$ cat src/sv/nbc_pkg.sv
// ----------------------------------------------------------------------------
// Negative base converter package
// Shared types and fixed constants for the negative base converter blocks.
// ----------------------------------------------------------------------------
package nbc_pkg;

   // Widths of the result fields.
   localparam int DIGIT_BITS = 5;
   localparam int POS_BITS   = 5;

   // Configuration register layout.
   localparam int BASE_BITS     = 6;
   localparam int CSR_ADDR_BITS = 3;
   localparam int CSR_DATA_BITS = 32;
   localparam logic REG_NEG_BASE = 1'b0;

   // Legal radix range and the radix after reset.
   localparam logic signed [BASE_BITS-1:0] BASE_RESET = -6'sd2;
   localparam logic signed [BASE_BITS-1:0] BASE_HIGH  = -6'sd2;
   localparam logic signed [BASE_BITS-1:0] BASE_LOW   = -6'sd20;
   localparam logic [DIGIT_BITS-1:0] MAG_MIN = 5'd2;
   localparam logic [DIGIT_BITS-1:0] MAG_MAX = 5'd20;

   // Quotient bits the shared divider retires per cycle.
   localparam int DIV_STEP_BITS = 8;

   typedef enum logic [2:0] {
      ST_IDLE,
      ST_LOAD,
      ST_DIVIDE,
      ST_READ,
      ST_SHOW
   } nbc_state_type;

endpackage

$ cat src/sv/nbc_divider.sv
// ----------------------------------------------------------------------------
// Shared iterative divider
// Divides an unsigned magnitude by a small divisor, eight quotient bits per
// cycle, and pulses done when quotient and remainder are ready.
// ----------------------------------------------------------------------------
module nbc_divider #(
   parameter int WIDTH = 18
) (
   input  logic                          clock,
   input  logic                          reset,
   input  logic                          start,
   input  logic [WIDTH-1:0]              dividend,
   input  logic [nbc_pkg::DIGIT_BITS-1:0] divisor,
   output logic                          done,
   output logic [WIDTH-1:0]              quotient,
   output logic [nbc_pkg::DIGIT_BITS-1:0] remainder
);
   import nbc_pkg::*;

   localparam int STEPS = (WIDTH + DIV_STEP_BITS - 1) / DIV_STEP_BITS;
   localparam int PAD   = STEPS * DIV_STEP_BITS;
   localparam int CNT_W = (STEPS > 1) ? $clog2(STEPS) : 1;

   logic                  busy_ff, busy_in;
   logic                  done_ff, done_in;
   logic [CNT_W-1:0]      cnt_ff, cnt_in;
   logic [PAD-1:0]        dvd_ff, dvd_in;
   logic [DIGIT_BITS-1:0] part_ff, part_in;
   logic [DIGIT_BITS-1:0] dvs_ff, dvs_in;

   logic [DIGIT_BITS:0]   part_v;
   logic [PAD-1:0]        dvd_v;

   // Restoring division: the partial remainder stays below the divisor, so
   // each compare and subtract works on six bits only.
   always_comb begin
      part_v = {1'b0, part_ff};
      dvd_v  = dvd_ff;
      for (int k = 0; k < DIV_STEP_BITS; k++) begin
         part_v = {part_v[DIGIT_BITS-1:0], dvd_v[PAD-1]};
         dvd_v  = {dvd_v[PAD-2:0], 1'b0};
         if (part_v >= {1'b0, dvs_ff}) begin
            part_v   = part_v - {1'b0, dvs_ff};
            dvd_v[0] = 1'b1;
         end
      end
   end

   always_comb begin
      busy_in = busy_ff;
      done_in = 1'b0;
      cnt_in  = cnt_ff;
      dvd_in  = dvd_ff;
      part_in = part_ff;
      dvs_in  = dvs_ff;
      if (start) begin
         busy_in = 1'b1;
         cnt_in  = CNT_W'(STEPS - 1);
         dvd_in  = PAD'(dividend);
         part_in = '0;
         dvs_in  = divisor;
      end else if (busy_ff) begin
         dvd_in  = dvd_v;
         part_in = part_v[DIGIT_BITS-1:0];
         if (cnt_ff == '0) begin
            busy_in = 1'b0;
            done_in = 1'b1;
         end else begin
            cnt_in = cnt_ff - 1'b1;
         end
      end
   end

   always_ff @(posedge clock) begin
      if (reset) begin
         busy_ff <= 1'b0;
         done_ff <= 1'b0;
         cnt_ff  <= '0;
      end else begin
         busy_ff <= busy_in;
         done_ff <= done_in;
         cnt_ff  <= cnt_in;
      end
      dvd_ff  <= dvd_in;
      part_ff <= part_in;
      dvs_ff  <= dvs_in;
   end

   assign done      = done_ff;
   assign quotient  = dvd_ff[WIDTH-1:0];
   assign remainder = part_ff;

endmodule

$ cat src/sv/nbc_digit_ram.sv
// ----------------------------------------------------------------------------
// Digit buffer
// One write port and one registered read port holding the digits of the
// current conversion, least significant digit at address zero.
// ----------------------------------------------------------------------------
module nbc_digit_ram #(
   parameter int DEPTH = 20
) (
   input  logic                           clock,
   input  logic                           we,
   input  logic [$clog2(DEPTH)-1:0]       waddr,
   input  logic [nbc_pkg::DIGIT_BITS-1:0] wdata,
   input  logic                           re,
   input  logic [$clog2(DEPTH)-1:0]       raddr,
   output logic [nbc_pkg::DIGIT_BITS-1:0] rdata_ff
);
   import nbc_pkg::*;

   logic [DIGIT_BITS-1:0] digit_mem [DEPTH];

   always_ff @(posedge clock) begin
      if (we) begin
         digit_mem[waddr] <= wdata;
      end
      if (re) begin
         rdata_ff <= digit_mem[raddr];
      end
   end

endmodule

$ cat src/sv/negative_base_converter.sv
// ----------------------------------------------------------------------------
// Negative base converter
// Converts a signed integer to its digits in a programmable negative radix.
// ----------------------------------------------------------------------------
// Each accepted value is rewritten in the radix held in the neg_base register
// (-2 to -20; values above -2 act as -2, values below -20 as -20). The block
// then sends one beat per digit, most significant digit first, each with its
// position (0 is least significant) and with last set on the position 0 beat.
// A zero input sends a single 0 digit. The block takes one value at a time and
// holds req_stall high from acceptance until its final digit beat is taken.
// Digits come from one shared divider that retires eight quotient bits per
// cycle. Each digit beat passes through a registered digit buffer read and
// holds while the consumer stalls. At the default width a radix -2 conversion
// runs to at most 18 digits (for values near -65536), and radix -10 needs at
// most 6 digits. If a value needs more than MAX_DIGITS digits, only the
// MAX_DIGITS least significant digits are sent. Positions wider than five bits
// wrap. The neg_base register sits at byte address 0 of the APB-style port and
// should only be written while no conversion is in flight.
// ----------------------------------------------------------------------------
module negative_base_converter #(
   parameter int MAX_DIGITS = 20,
   parameter int VALUE_BITS = 17
) (
   input  logic                              clock,
   input  logic                              reset,
   // Input channel.
   input  logic                              req_valid,
   output logic                              req_stall,
   input  logic signed [VALUE_BITS-1:0]      req_value,
   // Result channel.
   output logic                              rsp_valid,
   input  logic                              rsp_stall,
   output logic [nbc_pkg::DIGIT_BITS-1:0]    rsp_digit,
   output logic [nbc_pkg::POS_BITS-1:0]      rsp_position,
   output logic                              rsp_last,
   // Configuration port.
   input  logic                              csr_psel,
   input  logic                              csr_penable,
   input  logic                              csr_pwrite,
   input  logic [nbc_pkg::CSR_ADDR_BITS-1:0] csr_paddr,
   input  logic [nbc_pkg::CSR_DATA_BITS-1:0] csr_pwdata,
   output logic [nbc_pkg::CSR_DATA_BITS-1:0] csr_prdata,
   output logic                              csr_pready
);
   import nbc_pkg::*;

   localparam int REM_BITS  = VALUE_BITS + 1;
   localparam int ADDR_BITS = $clog2(MAX_DIGITS);
   localparam int CNT_BITS  = $clog2(MAX_DIGITS + 1);

   nbc_state_type state_ff, state_in;

   logic signed [BASE_BITS-1:0] neg_base_ff;
   logic [DIGIT_BITS-1:0]       mag_ff, mag_in;
   logic signed [REM_BITS-1:0]  rem_ff, rem_in;
   logic [CNT_BITS-1:0]         count_ff, count_in;
   logic [ADDR_BITS-1:0]        idx_ff, idx_in;

   logic                        req_acc;
   logic                        csr_wr;
   logic [DIGIT_BITS-1:0]       mag_sat;
   logic                        rem_zero;
   logic                        digits_done;

   logic                        div_start;
   logic                        div_done;
   logic [REM_BITS-1:0]         div_dividend;
   logic [REM_BITS-1:0]         div_quot;
   logic [DIGIT_BITS-1:0]       div_rem;

   logic [DIGIT_BITS-1:0]       digit_fix;
   logic signed [REM_BITS-1:0]  rem_next;

   logic                        ram_we;
   logic [DIGIT_BITS-1:0]       ram_wdata;
   logic                        ram_re;
   logic [DIGIT_BITS-1:0]       ram_rdata;

   // ------------------------------------------------------------------------
   // Configuration register. Reads return the radix sign-extended to 32 bits.
   // ------------------------------------------------------------------------
   assign csr_pready = 1'b1;
   assign csr_wr     = csr_psel && csr_penable && csr_pwrite && csr_pready;

   always_ff @(posedge clock) begin
      if (reset) begin
         neg_base_ff <= BASE_RESET;
      end else if (csr_wr && (csr_paddr[2] == REG_NEG_BASE)) begin
         neg_base_ff <= csr_pwdata[BASE_BITS-1:0];
      end
   end

   always_comb begin
      if (csr_paddr[2] == REG_NEG_BASE) begin
         csr_prdata = {{(CSR_DATA_BITS-BASE_BITS){neg_base_ff[BASE_BITS-1]}}, neg_base_ff};
      end else begin
         csr_prdata = '0;
      end
   end

   // The radix is clamped into the legal range and kept as a magnitude,
   // captured when a value is accepted.
   always_comb begin
      if (neg_base_ff > BASE_HIGH) begin
         mag_sat = MAG_MIN;
      end else if (neg_base_ff < BASE_LOW) begin
         mag_sat = MAG_MAX;
      end else begin
         mag_sat = DIGIT_BITS'(-neg_base_ff);
      end
   end

   // ------------------------------------------------------------------------
   // Shared divider. It divides the magnitude of the remaining value by the
   // radix magnitude; the signs are applied afterwards.
   // ------------------------------------------------------------------------
   assign div_dividend = rem_ff[REM_BITS-1] ? $unsigned(-rem_ff) : $unsigned(rem_ff);

   nbc_divider #(
      .WIDTH (REM_BITS)
   ) u_divider (
      .clock     (clock),
      .reset     (reset),
      .start     (div_start),
      .dividend  (div_dividend),
      .divisor   (mag_ff),
      .done      (div_done),
      .quotient  (div_quot),
      .remainder (div_rem)
   );

   // Turn the unsigned division into a negative-radix digit. A positive value
   // has a nonnegative remainder and a negated quotient. A negative value with
   // a nonzero remainder is corrected by taking the complement digit and
   // rounding the quotient up by one.
   always_comb begin
      if (!rem_ff[REM_BITS-1]) begin
         digit_fix = div_rem;
         rem_next  = $signed(REM_BITS'(0) - div_quot);
      end else if (div_rem == '0) begin
         digit_fix = '0;
         rem_next  = $signed(div_quot);
      end else begin
         digit_fix = mag_ff - div_rem;
         rem_next  = $signed(div_quot + REM_BITS'(1));
      end
   end

   // ------------------------------------------------------------------------
   // Digit buffer, filled least significant first and read back in reverse.
   // ------------------------------------------------------------------------
   nbc_digit_ram #(
      .DEPTH (MAX_DIGITS)
   ) u_digit_ram (
      .clock    (clock),
      .we       (ram_we),
      .waddr    (count_ff[ADDR_BITS-1:0]),
      .wdata    (ram_wdata),
      .re       (ram_re),
      .raddr    (idx_ff),
      .rdata_ff (ram_rdata)
   );

   // ------------------------------------------------------------------------
   // Sequencer.
   // ------------------------------------------------------------------------
   assign rem_zero    = (rem_ff == '0);
   assign digits_done = rem_zero || (count_ff == CNT_BITS'(MAX_DIGITS));
   assign req_acc     = req_valid && !req_stall;

   always_comb begin
      state_in = state_ff;
      case (state_ff)
         ST_IDLE: begin
            if (req_acc) begin
               state_in = ST_LOAD;
            end
         end
         ST_LOAD: begin
            if (rem_zero && (count_ff == '0)) begin
               state_in = ST_LOAD;
            end else if (digits_done) begin
               state_in = ST_READ;
            end else begin
               state_in = ST_DIVIDE;
            end
         end
         ST_DIVIDE: begin
            if (div_done) begin
               state_in = ST_LOAD;
            end
         end
         ST_READ: begin
            state_in = ST_SHOW;
         end
         ST_SHOW: begin
            if (!rsp_stall) begin
               state_in = (idx_ff == '0) ? ST_IDLE : ST_READ;
            end
         end
         default: begin
            state_in = ST_IDLE;
         end
      endcase
   end

   always_comb begin
      req_stall = reset || (state_ff != ST_IDLE);
      rsp_valid = !reset && (state_ff == ST_SHOW);
      mag_in    = mag_ff;
      rem_in    = rem_ff;
      count_in  = count_ff;
      idx_in    = idx_ff;
      div_start = 1'b0;
      ram_we    = 1'b0;
      ram_wdata = digit_fix;
      ram_re    = 1'b0;
      case (state_ff)
         ST_IDLE: begin
            if (req_acc) begin
               rem_in   = {req_value[VALUE_BITS-1], req_value};
               count_in = '0;
               mag_in   = mag_sat;
            end
         end
         ST_LOAD: begin
            if (rem_zero && (count_ff == '0)) begin
               // A zero input still yields one digit.
               ram_we    = 1'b1;
               ram_wdata = '0;
               count_in  = CNT_BITS'(1);
            end else if (digits_done) begin
               idx_in = ADDR_BITS'(count_ff - CNT_BITS'(1));
            end else begin
               div_start = 1'b1;
            end
         end
         ST_DIVIDE: begin
            if (div_done) begin
               ram_we   = 1'b1;
               count_in = count_ff + CNT_BITS'(1);
               rem_in   = rem_next;
            end
         end
         ST_READ: begin
            ram_re = 1'b1;
         end
         ST_SHOW: begin
            if (!rsp_stall && (idx_ff != '0)) begin
               idx_in = idx_ff - ADDR_BITS'(1);
            end
         end
         default: begin
         end
      endcase
   end

   always_ff @(posedge clock) begin
      if (reset) begin
         state_ff <= ST_IDLE;
         rem_ff   <= '0;
         count_ff <= '0;
         idx_ff   <= '0;
      end else begin
         state_ff <= state_in;
         rem_ff   <= rem_in;
         count_ff <= count_in;
         idx_ff   <= idx_in;
      end
      mag_ff <= mag_in;
   end

   // The beat fields come straight from registers, so they hold while the
   // consumer stalls.
   assign rsp_digit    = ram_rdata;
   assign rsp_position = POS_BITS'(idx_ff);
   assign rsp_last     = (idx_ff == '0);

endmodule

$ cat config.mk
export PLATFORM = sky130hd
export DESIGN_NAME = negative_base_converter
export DESIGN_NICKNAME = d
export VERILOG_FILES = /design/src/sv/nbc_pkg.sv /design/src/sv/nbc_divider.sv /design/src/sv/nbc_digit_ram.sv /design/src/sv/negative_base_converter.sv
export SDC_FILE = /design/constraint.sdc
export NUM_CORES = 1
export LEC_CHECK = 0
export BUFFER_PORTS_ARGS = -buffer_cell sky130_fd_sc_hd__buf_2
export CAP_MARGIN = 20
export CORE_UTILIZATION = 61
export CTS_BUF_LIST = sky130_fd_sc_hd__clkbuf_16
export DETAILED_ROUTE_END_ITERATION = 6
export PLACE_DENSITY = 0.9
export SLEW_MARGIN = 20
export SYNTH_ARGS = -nofsm -noshare
export SYNTH_HDL_FRONTEND = slang
export SYNTH_HIERARCHICAL = 1
export SYNTH_SLANG_ARGS = --single-unit
$ cat constraint.sdc
create_clock -name clock -period 16.81 [get_ports clock]
set_input_delay 3.362 -clock clock [delete_from_list [all_inputs] [get_ports clock]]
set_output_delay 3.362 -clock clock [all_outputs]
set_load 0.02 [all_outputs]
Word level (Yosys, flattened, before mapping)
Memory sizes are Yosys's and may differ from the RTL's. A register that Yosys moved wholly into a read port is not among the register bits.
Cells that the tools add are included.
{"block": "totals", "register_bits": 80, "ram_bits": 100, "input_bits": 59, "output_inout_bits": 46, "elab_cells": 154, "n_memories": 1}
{"block": "classes", "add_sub_neg": 17, "n_lt_le_gt_ge": 10, "n_eq_ne": 13, "n_mux": 61, "n_bitwise": 3, "reduce_logical": 34}
{"name": "u_digit_ram.digit_mem", "depth": 20, "word_bits": 5, "rd": 1, "rd_ports_with_merged_regs": 1, "write_ports": 1, "line": "nbc_digit_ram.sv:19", "rtl": "logic [DIGIT_BITS-1:0] digit_mem [DEPTH];"}
{"operator": "18-bit two-way mux", "count": 7}
{"operator": "5-bit two-way mux", "count": 19}
{"operator": "6-bit by 5-bit greater-or-equal comparator with 1-bit output", "count": 8}
{"operator": "5-bit subtractor", "count": 9}
{"operator": "18-bit one-hot mux with 2 select lines", "count": 1}
{"operator": "32-bit two-way mux", "count": 1}
{"operator": "1-bit two-way mux", "count": 21}
{"operator": "18-bit by 1-bit adder with 18-bit output (second input constant)", "count": 1}
{"operator": "18-bit zero test", "count": 1}
{"operator": "18-bit negator", "count": 1}
{"operator": "1-bit by 18-bit subtractor with 18-bit output (first input constant)", "count": 1}
{"operator": "5-bit zero test", "count": 3}
{"operator": "3-bit one-hot mux with 5 select lines", "count": 1}
{"operator": "5-bit one-hot mux with 3 select lines", "count": 1}
{"operator": "2-bit inequality test (second input constant)", "count": 6}
{"operator": "2-bit two-way mux", "count": 5}
{"operator": "5-bit one-hot mux with 2 select lines", "count": 1}
{"operator": "5-bit by 1-bit subtractor with 5-bit output (second input constant)", "count": 2}
{"operator": "3-bit two-way mux", "count": 3}
{"operator": "4-bit AND reduction", "count": 2}
{"operator": "1-bit logical AND", "count": 7}
{"operator": "3-bit by 2-bit == test with 1-bit output (second input constant)", "count": 2}
{"operator": "6-bit by 2-bit greater-than comparator with 1-bit output (second input constant)", "count": 1}
{"operator": "6-bit less-than comparator (second input constant)", "count": 1}
{"operator": "20 further kinds", "count": 33}

Logic depth before layout (Yosys ltp)
{"block": "depth", "word_depth": 18, "ltp_mapped": 71, "mapped_depth_nobuf": 69}

Hierarchy
Netlist, hierarchy kept.
{"module": "nbc_digit_ram", "n_inst": 1, "cells_each": 217, "area_per_inst_um2": 4200.3, "seq_area_each_um2": 3153.0}
{"module": "nbc_divider", "n_inst": 1, "cells_each": 431, "area_per_inst_um2": 3958.8, "seq_area_each_um2": 991.0}
{"module": "negative_base_converter", "n_inst": 1, "cells_each": 502, "area_per_inst_um2": 3809.9, "seq_area_each_um2": 890.9}

Worst setup path after synthesis
Ideal clock, no wire load.
{"block": "synth_timing", "path_type": "reg-to-reg", "from": "register u_divider.dvs_ff[1]", "to": "register u_divider.dvd_ff[0], data pin", "t_arrival_ps": 13698, "t_required_ps": 16550, "setup_slack_ps": 2852, "stages_incl_launch_ff": 68, "n_path_buf": 4, "cell_sequence": "edfxtp_1 -> inv_1 -> fa_1 -> a21oi_1 -> or2_0 -> buf_2 -> nand2_1 -> nand2_1 -> nand2_1 -> ha_1 -> and4_1 -> a21o_1 -> a211o_1 -> nand2b_1 -> a21oi_1 -> inv_1 -> fa_1 -> nand2b_1 -> [32 not listed] -> ha_1 -> nand2_1 -> a21boi_0 -> o21ai_0 -> nand2b_1 -> a21o_1 -> o41a_1 -> clkbuf_1 -> nor2_1 -> a21oi_1 -> fa_1 -> a21oi_1 -> nor2b_1 -> o21ai_0 -> nand2b_1 -> a21o_1 -> or3_1 -> mux2_2"}
{"block": "synth_via", "elab_chain_len": 18}
{"item": "start, declared", "line": "nbc_divider.sv:29", "rtl": "logic [DIGIT_BITS-1:0] dvs_ff, dvs_in;"}
{"item": "start signal, assigned", "line": "nbc_divider.sv:86", "rtl": "dvs_ff <= dvs_in;"}
{"item": "5-bit subtractor / 6-bit by 5-bit greater-or-equal comparator with 1-bit output (equally long branches)", "line": "nbc_divider.sv:43, nbc_divider.sv:42"}
{"item": "5-bit two-way mux", "line": "nbc_divider.sv:42", "rtl": "if (part_v >= {1'b0, dvs_ff}) begin"}
{"item": "5-bit subtractor / 6-bit by 5-bit greater-or-equal comparator with 1-bit output (equally long branches)", "line": "nbc_divider.sv:43, nbc_divider.sv:42"}
{"item": "5-bit two-way mux", "line": "nbc_divider.sv:42"}
{"item": "5-bit subtractor / 6-bit by 5-bit greater-or-equal comparator with 1-bit output (equally long branches)", "line": "nbc_divider.sv:43, nbc_divider.sv:42"}
{"item": "5-bit two-way mux", "line": "nbc_divider.sv:42"}
{"item": "5-bit subtractor / 6-bit by 5-bit greater-or-equal comparator with 1-bit output (equally long branches)", "line": "nbc_divider.sv:43, nbc_divider.sv:42"}
{"item": "5-bit two-way mux", "line": "nbc_divider.sv:42"}
{"item": "[3 not listed]"}
{"item": "5-bit two-way mux", "line": "nbc_divider.sv:42"}
{"item": "5-bit subtractor / 6-bit by 5-bit greater-or-equal comparator with 1-bit output (equally long branches)", "line": "nbc_divider.sv:43, nbc_divider.sv:42"}
{"item": "5-bit two-way mux", "line": "nbc_divider.sv:42"}
{"item": "6-bit by 5-bit greater-or-equal comparator with 1-bit output (*)", "line": "nbc_divider.sv:42"}
{"item": "1-bit two-way mux (*)", "line": "nbc_divider.sv:42"}
{"item": "18-bit two-way mux (*)", "line": "nbc_divider.sv:62", "rtl": "end else if (busy_ff) begin"}
{"item": "18-bit two-way mux (*)", "line": "nbc_divider.sv:56", "rtl": "if (start) begin"}
{"item": "net u_divider.dvd_in[0]", "line": "nbc_divider.sv:27", "rtl": "logic [PAD-1:0] dvd_ff, dvd_in;"}
{"item": "end signal, assigned", "line": "nbc_divider.sv:84", "rtl": "dvd_ff <= dvd_in;"}
{"item": "end, declared", "line": "nbc_divider.sv:27"}
Mark *: on every way through the listed nets, which the timed path passes. The rest lies on a longest branch. The select of a mux whose other input is x is not followed.
A chain may end at the register's enable or synchronous reset.

Worst setup path after layout
{"block": "layout_timing", "from": "register u_divider.dvs_ff[3]", "to": "register u_divider.dvd_ff[0], data pin"}
{"block": "layout_via", "elab_chain_len": 18}
{"item": "5-bit subtractor / 6-bit by 5-bit greater-or-equal comparator with 1-bit output (equally long branches)", "line": "nbc_divider.sv:43, nbc_divider.sv:42"}
{"item": "5-bit two-way mux", "line": "nbc_divider.sv:42"}
{"item": "5-bit subtractor / 6-bit by 5-bit greater-or-equal comparator with 1-bit output (equally long branches)", "line": "nbc_divider.sv:43, nbc_divider.sv:42"}
{"item": "5-bit two-way mux", "line": "nbc_divider.sv:42"}
{"item": "6-bit by 5-bit greater-or-equal comparator with 1-bit output / 5-bit subtractor (equally long branches)", "line": "nbc_divider.sv:42, nbc_divider.sv:43"}
{"item": "5-bit two-way mux", "line": "nbc_divider.sv:42"}
{"item": "5-bit subtractor / 6-bit by 5-bit greater-or-equal comparator with 1-bit output (equally long branches)", "line": "nbc_divider.sv:43, nbc_divider.sv:42"}
{"item": "5-bit two-way mux", "line": "nbc_divider.sv:42"}
{"item": "[3 not listed]"}
{"item": "5-bit two-way mux", "line": "nbc_divider.sv:42"}
{"item": "5-bit subtractor / 6-bit by 5-bit greater-or-equal comparator with 1-bit output (equally long branches)", "line": "nbc_divider.sv:43, nbc_divider.sv:42"}
{"item": "5-bit two-way mux", "line": "nbc_divider.sv:42"}
{"item": "6-bit by 5-bit greater-or-equal comparator with 1-bit output (*)", "line": "nbc_divider.sv:42"}
{"item": "1-bit two-way mux (*)", "line": "nbc_divider.sv:42"}
{"item": "18-bit two-way mux (*)", "line": "nbc_divider.sv:62"}
{"item": "18-bit two-way mux (*)", "line": "nbc_divider.sv:56"}
{"item": "net u_divider.dvd_in[0]", "line": "nbc_divider.sv:27"}
Marks and branches as above.

==> results.yml <==
placed_design:
  placed_cell_area_um2: 12200
  pre_cts_ws_ns: 0.288
  port_buffers: 75
  post-dp-hpwl_um: 20400
  routabilityCongestion: 0.939
yosys:
  synth-xor-area-share: 0.0351
  yosysTopAreaCell: "edfxtp_1"
  synth_seq_area_share: 0.421
  yosys.area_share.simple: 0.151
  synth_nets: 1270
  synthCells: 1150
  synth_area_um2: 12000
  synthAdderAreaFrac: 0.0694
  synth_warnings: 6
  avgSynthCellArea_um2: 10.4
  synth_seq_cells: 185
  synth_flop_cell: "edfxtp_1"
  synth_top_family_by_area: "compound AO/OA/AOI/OAI gates"
  yosysTopAreaCellShare: 0.334
  netlist_top_cells_area: "edfxtp_1, dfxtp_1, ha_1"
  synth_edf_count: 133
  synth_compound_area_frac: 0.171
  ys_async_sr_fraction: 0
  synthDistinctLibCells: 98
  muxShareOfSynthArea: 0.0854
floorplan:
  dieHeight_um: 142
  io_pins: 105
  num_rows: 50
  dieArea_um2: 20200
  start_util: 0.631
  coreArea_um2: 19000
  die_w_um: 142
grt:
  grt_overflow: 0
  grt_pass1_vias: 8963
  antenna_found_initial: 1
  grt.total_usage: 0.297
  grt_first_pass_wirelength_um: 46000
  grt_max_degree: 50
routing:
  vias: 9529
  drt-vias-per-instance: 6.62
  postRouteAntennaNets: 0
  drt_iter0_markers: 1149
  drc_errors: 0
  avgRoutedWirePerCell_um: 20.4
  drtPass1Iterations: 6
  drt_wl_total_um: 29400
worst_setup_path:
  crit_path_end_kind: "flop"
  crit_arrival_ns: 15.93
  cp-start-kind: "flop"
  cpPeakStageDelay_ns: 0.62
  cp-endpoint: "u_divider/dvd_ff[0]"
  crit_type: "flop to flop"
  required_ns: 17.02
  crit_start: "u_divider/dvs_ff[3]"
  r2r-end: "u_divider/dvd_ff[0]"
  crit_top_cell: "a21oi_1"
  ff2ff_path_depth: 64
  crit_fanout: 14
  slowest_stage: "o41a_2"
  regToRegSetupSlack_ns: 1.09
  timing.rr.start: "u_divider/dvs_ff[3]"
layout:
  fin_nets: 1286
  area_delta_synth_final_pct: 7.05
  design_area_um2: 12800
  drive_above_1_share: 0.165
clock_tree:
  ctsLongestPathBuffers: 2
  clock_latency_ns: 0.46
  clock_sinks: 185
  cts_tree: "yes"
  root_buffer: "clkbuf_16"
  cts_inserted_buffers: 17
  h-tree-depth: 4
  path_clk_slew_ns: 0.07
sta:
  worst_pin_slew_ns: 0.882
  maxSlewViolCount: 0
  fmax_mhz: 63.6
  final-setup-viol-count: 0
  rsz0062_at_grt: "no"
  worst_slack_ns: 1.09
  fin_crit_sh: 0.935
  final-hold-violation-count: 0
  fin_tns_setup_ns: 0
  min_period_ns: 15.72
  slew_headroom: 0.411
  finClkSkew_ns: 0.0102
job:
  maxCapViolCount: 0
min_path:
  hp-class: "flop to flop"
  hp-start: "u_divider/cnt_ff[1]"
run_status:
  outcome: "finished, final reports clean"
==> registers in the layout, summed over array words and instances, names as in the netlist <==
signal,cells
u_divider/remainder,5
u_divider/done,1
state_ff,3
mag_ff,5
u_digit_ram/rdata_ff,5
rem_ff,18
u_digit_ram/digit_mem,100
neg_base_ff,6
u_divider/cnt_ff,2
u_divider/busy_ff,1
u_divider/dvd_ff,24
rsp_position,5
u_divider/dvs_ff,5
count_ff,5
==> kinds of logic (layout without fill, tap and decap cells) <==
kind of cell,after synthesis,count (layout)
fa+ha+maj,61,61
other cells,1,2
compound gates,283,283
xor+xnor,48,48
simple gates,341,341
buf+inv,152,181
mux,79,79
flops,185,185
==> worst min-delay path by stage <==
stage | cells past startpoint | to | slack (ns)
detailed placement | 0 | u_divider/dvs_ff[0] | 0.47
floorplan | 0 | u_divider/dvs_ff[0] | 0.43
finish | 1 | u_divider/done | 0.49
global placement | 1 | u_divider/done | 0.47
global route | 0 | u_divider/dvs_ff[0] | 0.49
CTS | 0 | u_divider/dvs_ff[0] | 0.49
==> synth_stat cells, types with 12 or more instances <==
master	instances
edfxtp_1	133
nor2_1	96
nand2_1	73
a21oi_1	66
inv_1	58
dfxtp_1	52
ha_1	52
buf_4	45
mux2i_1	44
clkbuf_1	32
xnor2_1	30
o21ai_0	29
mux2_2	21
nor3_1	21
a21o_1	19
nor2b_1	18
xor2_1	18
o21ai_1	17
or3_1	16
nand3_1	15
nand2b_1	14
a22oi_1	12
nor4_1	12
==> through the flow <==
step | hold slack, ns | util | instances
5_1_grt | 0.494 | 0.676 | 1440
2_1_floorplan | 0.426 | - | 1150
3_5_place_dp | 0.472 | 0.642 | 1403
4_1_cts | 0.487 | 0.672 | 1435
6_report | 0.488 | 0.676 | 1440
3_3_place_gp | 0.465 | 0.642 | 1403
==> cell type report <==
| cell class | count | area [um^2] |
|---|---|---|
| fill | 1328 | 6140 |
| antenna | 1 | 2.50 |
| tap | 260 | 325 |
| sequential | 185 | 5040 |
| inverter | 61 | 233 |
| timing repair buffer | 88 | 473 |
| multi-input combinational | 813 | 6180 |
| clock buffer | 17 | 425 |
| clock inverter | 15 | 140 |
==> repair_timing <==
| item | CTS | global route |
|---|---|---|
| hold buffers | 0 | 0 |
| endpoints found under the setup margin | 0 | 6 |
| buffers inserted | 0 | 4 |
| gates resized for setup | 0 | 10 |
| endpoints found under the hold margin | 0 | 0 |
==> layer usage <==
metal	up-vias	global-route usage	routed length [um]
li1	4312	-	-
met1	4586	0.353	11300
met2	534	0.513	14600
met3	97	0.0639	2390
met4	0	0.140	1060
met5	-	0	0
==> cells in the final DEF, fill, tap and decap left out, types with 10 or more instances in the layout <==
cell / netlist / layout
edfxtp_1: 133 / 133
nor2_1: 96 / 93
buf_2: 4 / 75
nand2_1: 73 / 72
a21oi_1: 66 / 64
inv_1: 58 / 57
ha_1: 52 / 52
dfxtp_1: 52 / 51
mux2i_1: 44 / 44
xnor2_1: 30 / 30
o21ai_0: 29 / 28
nor3_1: 21 / 21
mux2_2: 21 / 21
a21o_1: 19 / 19
xor2_1: 18 / 18
o21ai_1: 17 / 18
nor2b_1: 18 / 17
clkbuf_16: 0 / 17
or3_1: 16 / 16
nand3_1: 15 / 15
nand2b_1: 14 / 14
buf_4: 45 / 13
nor4_1: 12 / 12
a22oi_1: 12 / 12
and3_1: 11 / 11
o221ai_1: 11 / 11
a211oi_1: 10 / 10
==> worst max-delay path: cells and delay by family, from the launching register on <==
kind,cells,cell delay [ns]
buf+inv,6,0.82
simple gates,17,3.13
mux,1,0.27
compound gates,32,7.76
fa+ha+maj,8,3.12
flops,1,0.38
Power is not shown: default switching activity piles up to over one toggle a cycle in this logic, so the estimate is an artifact.
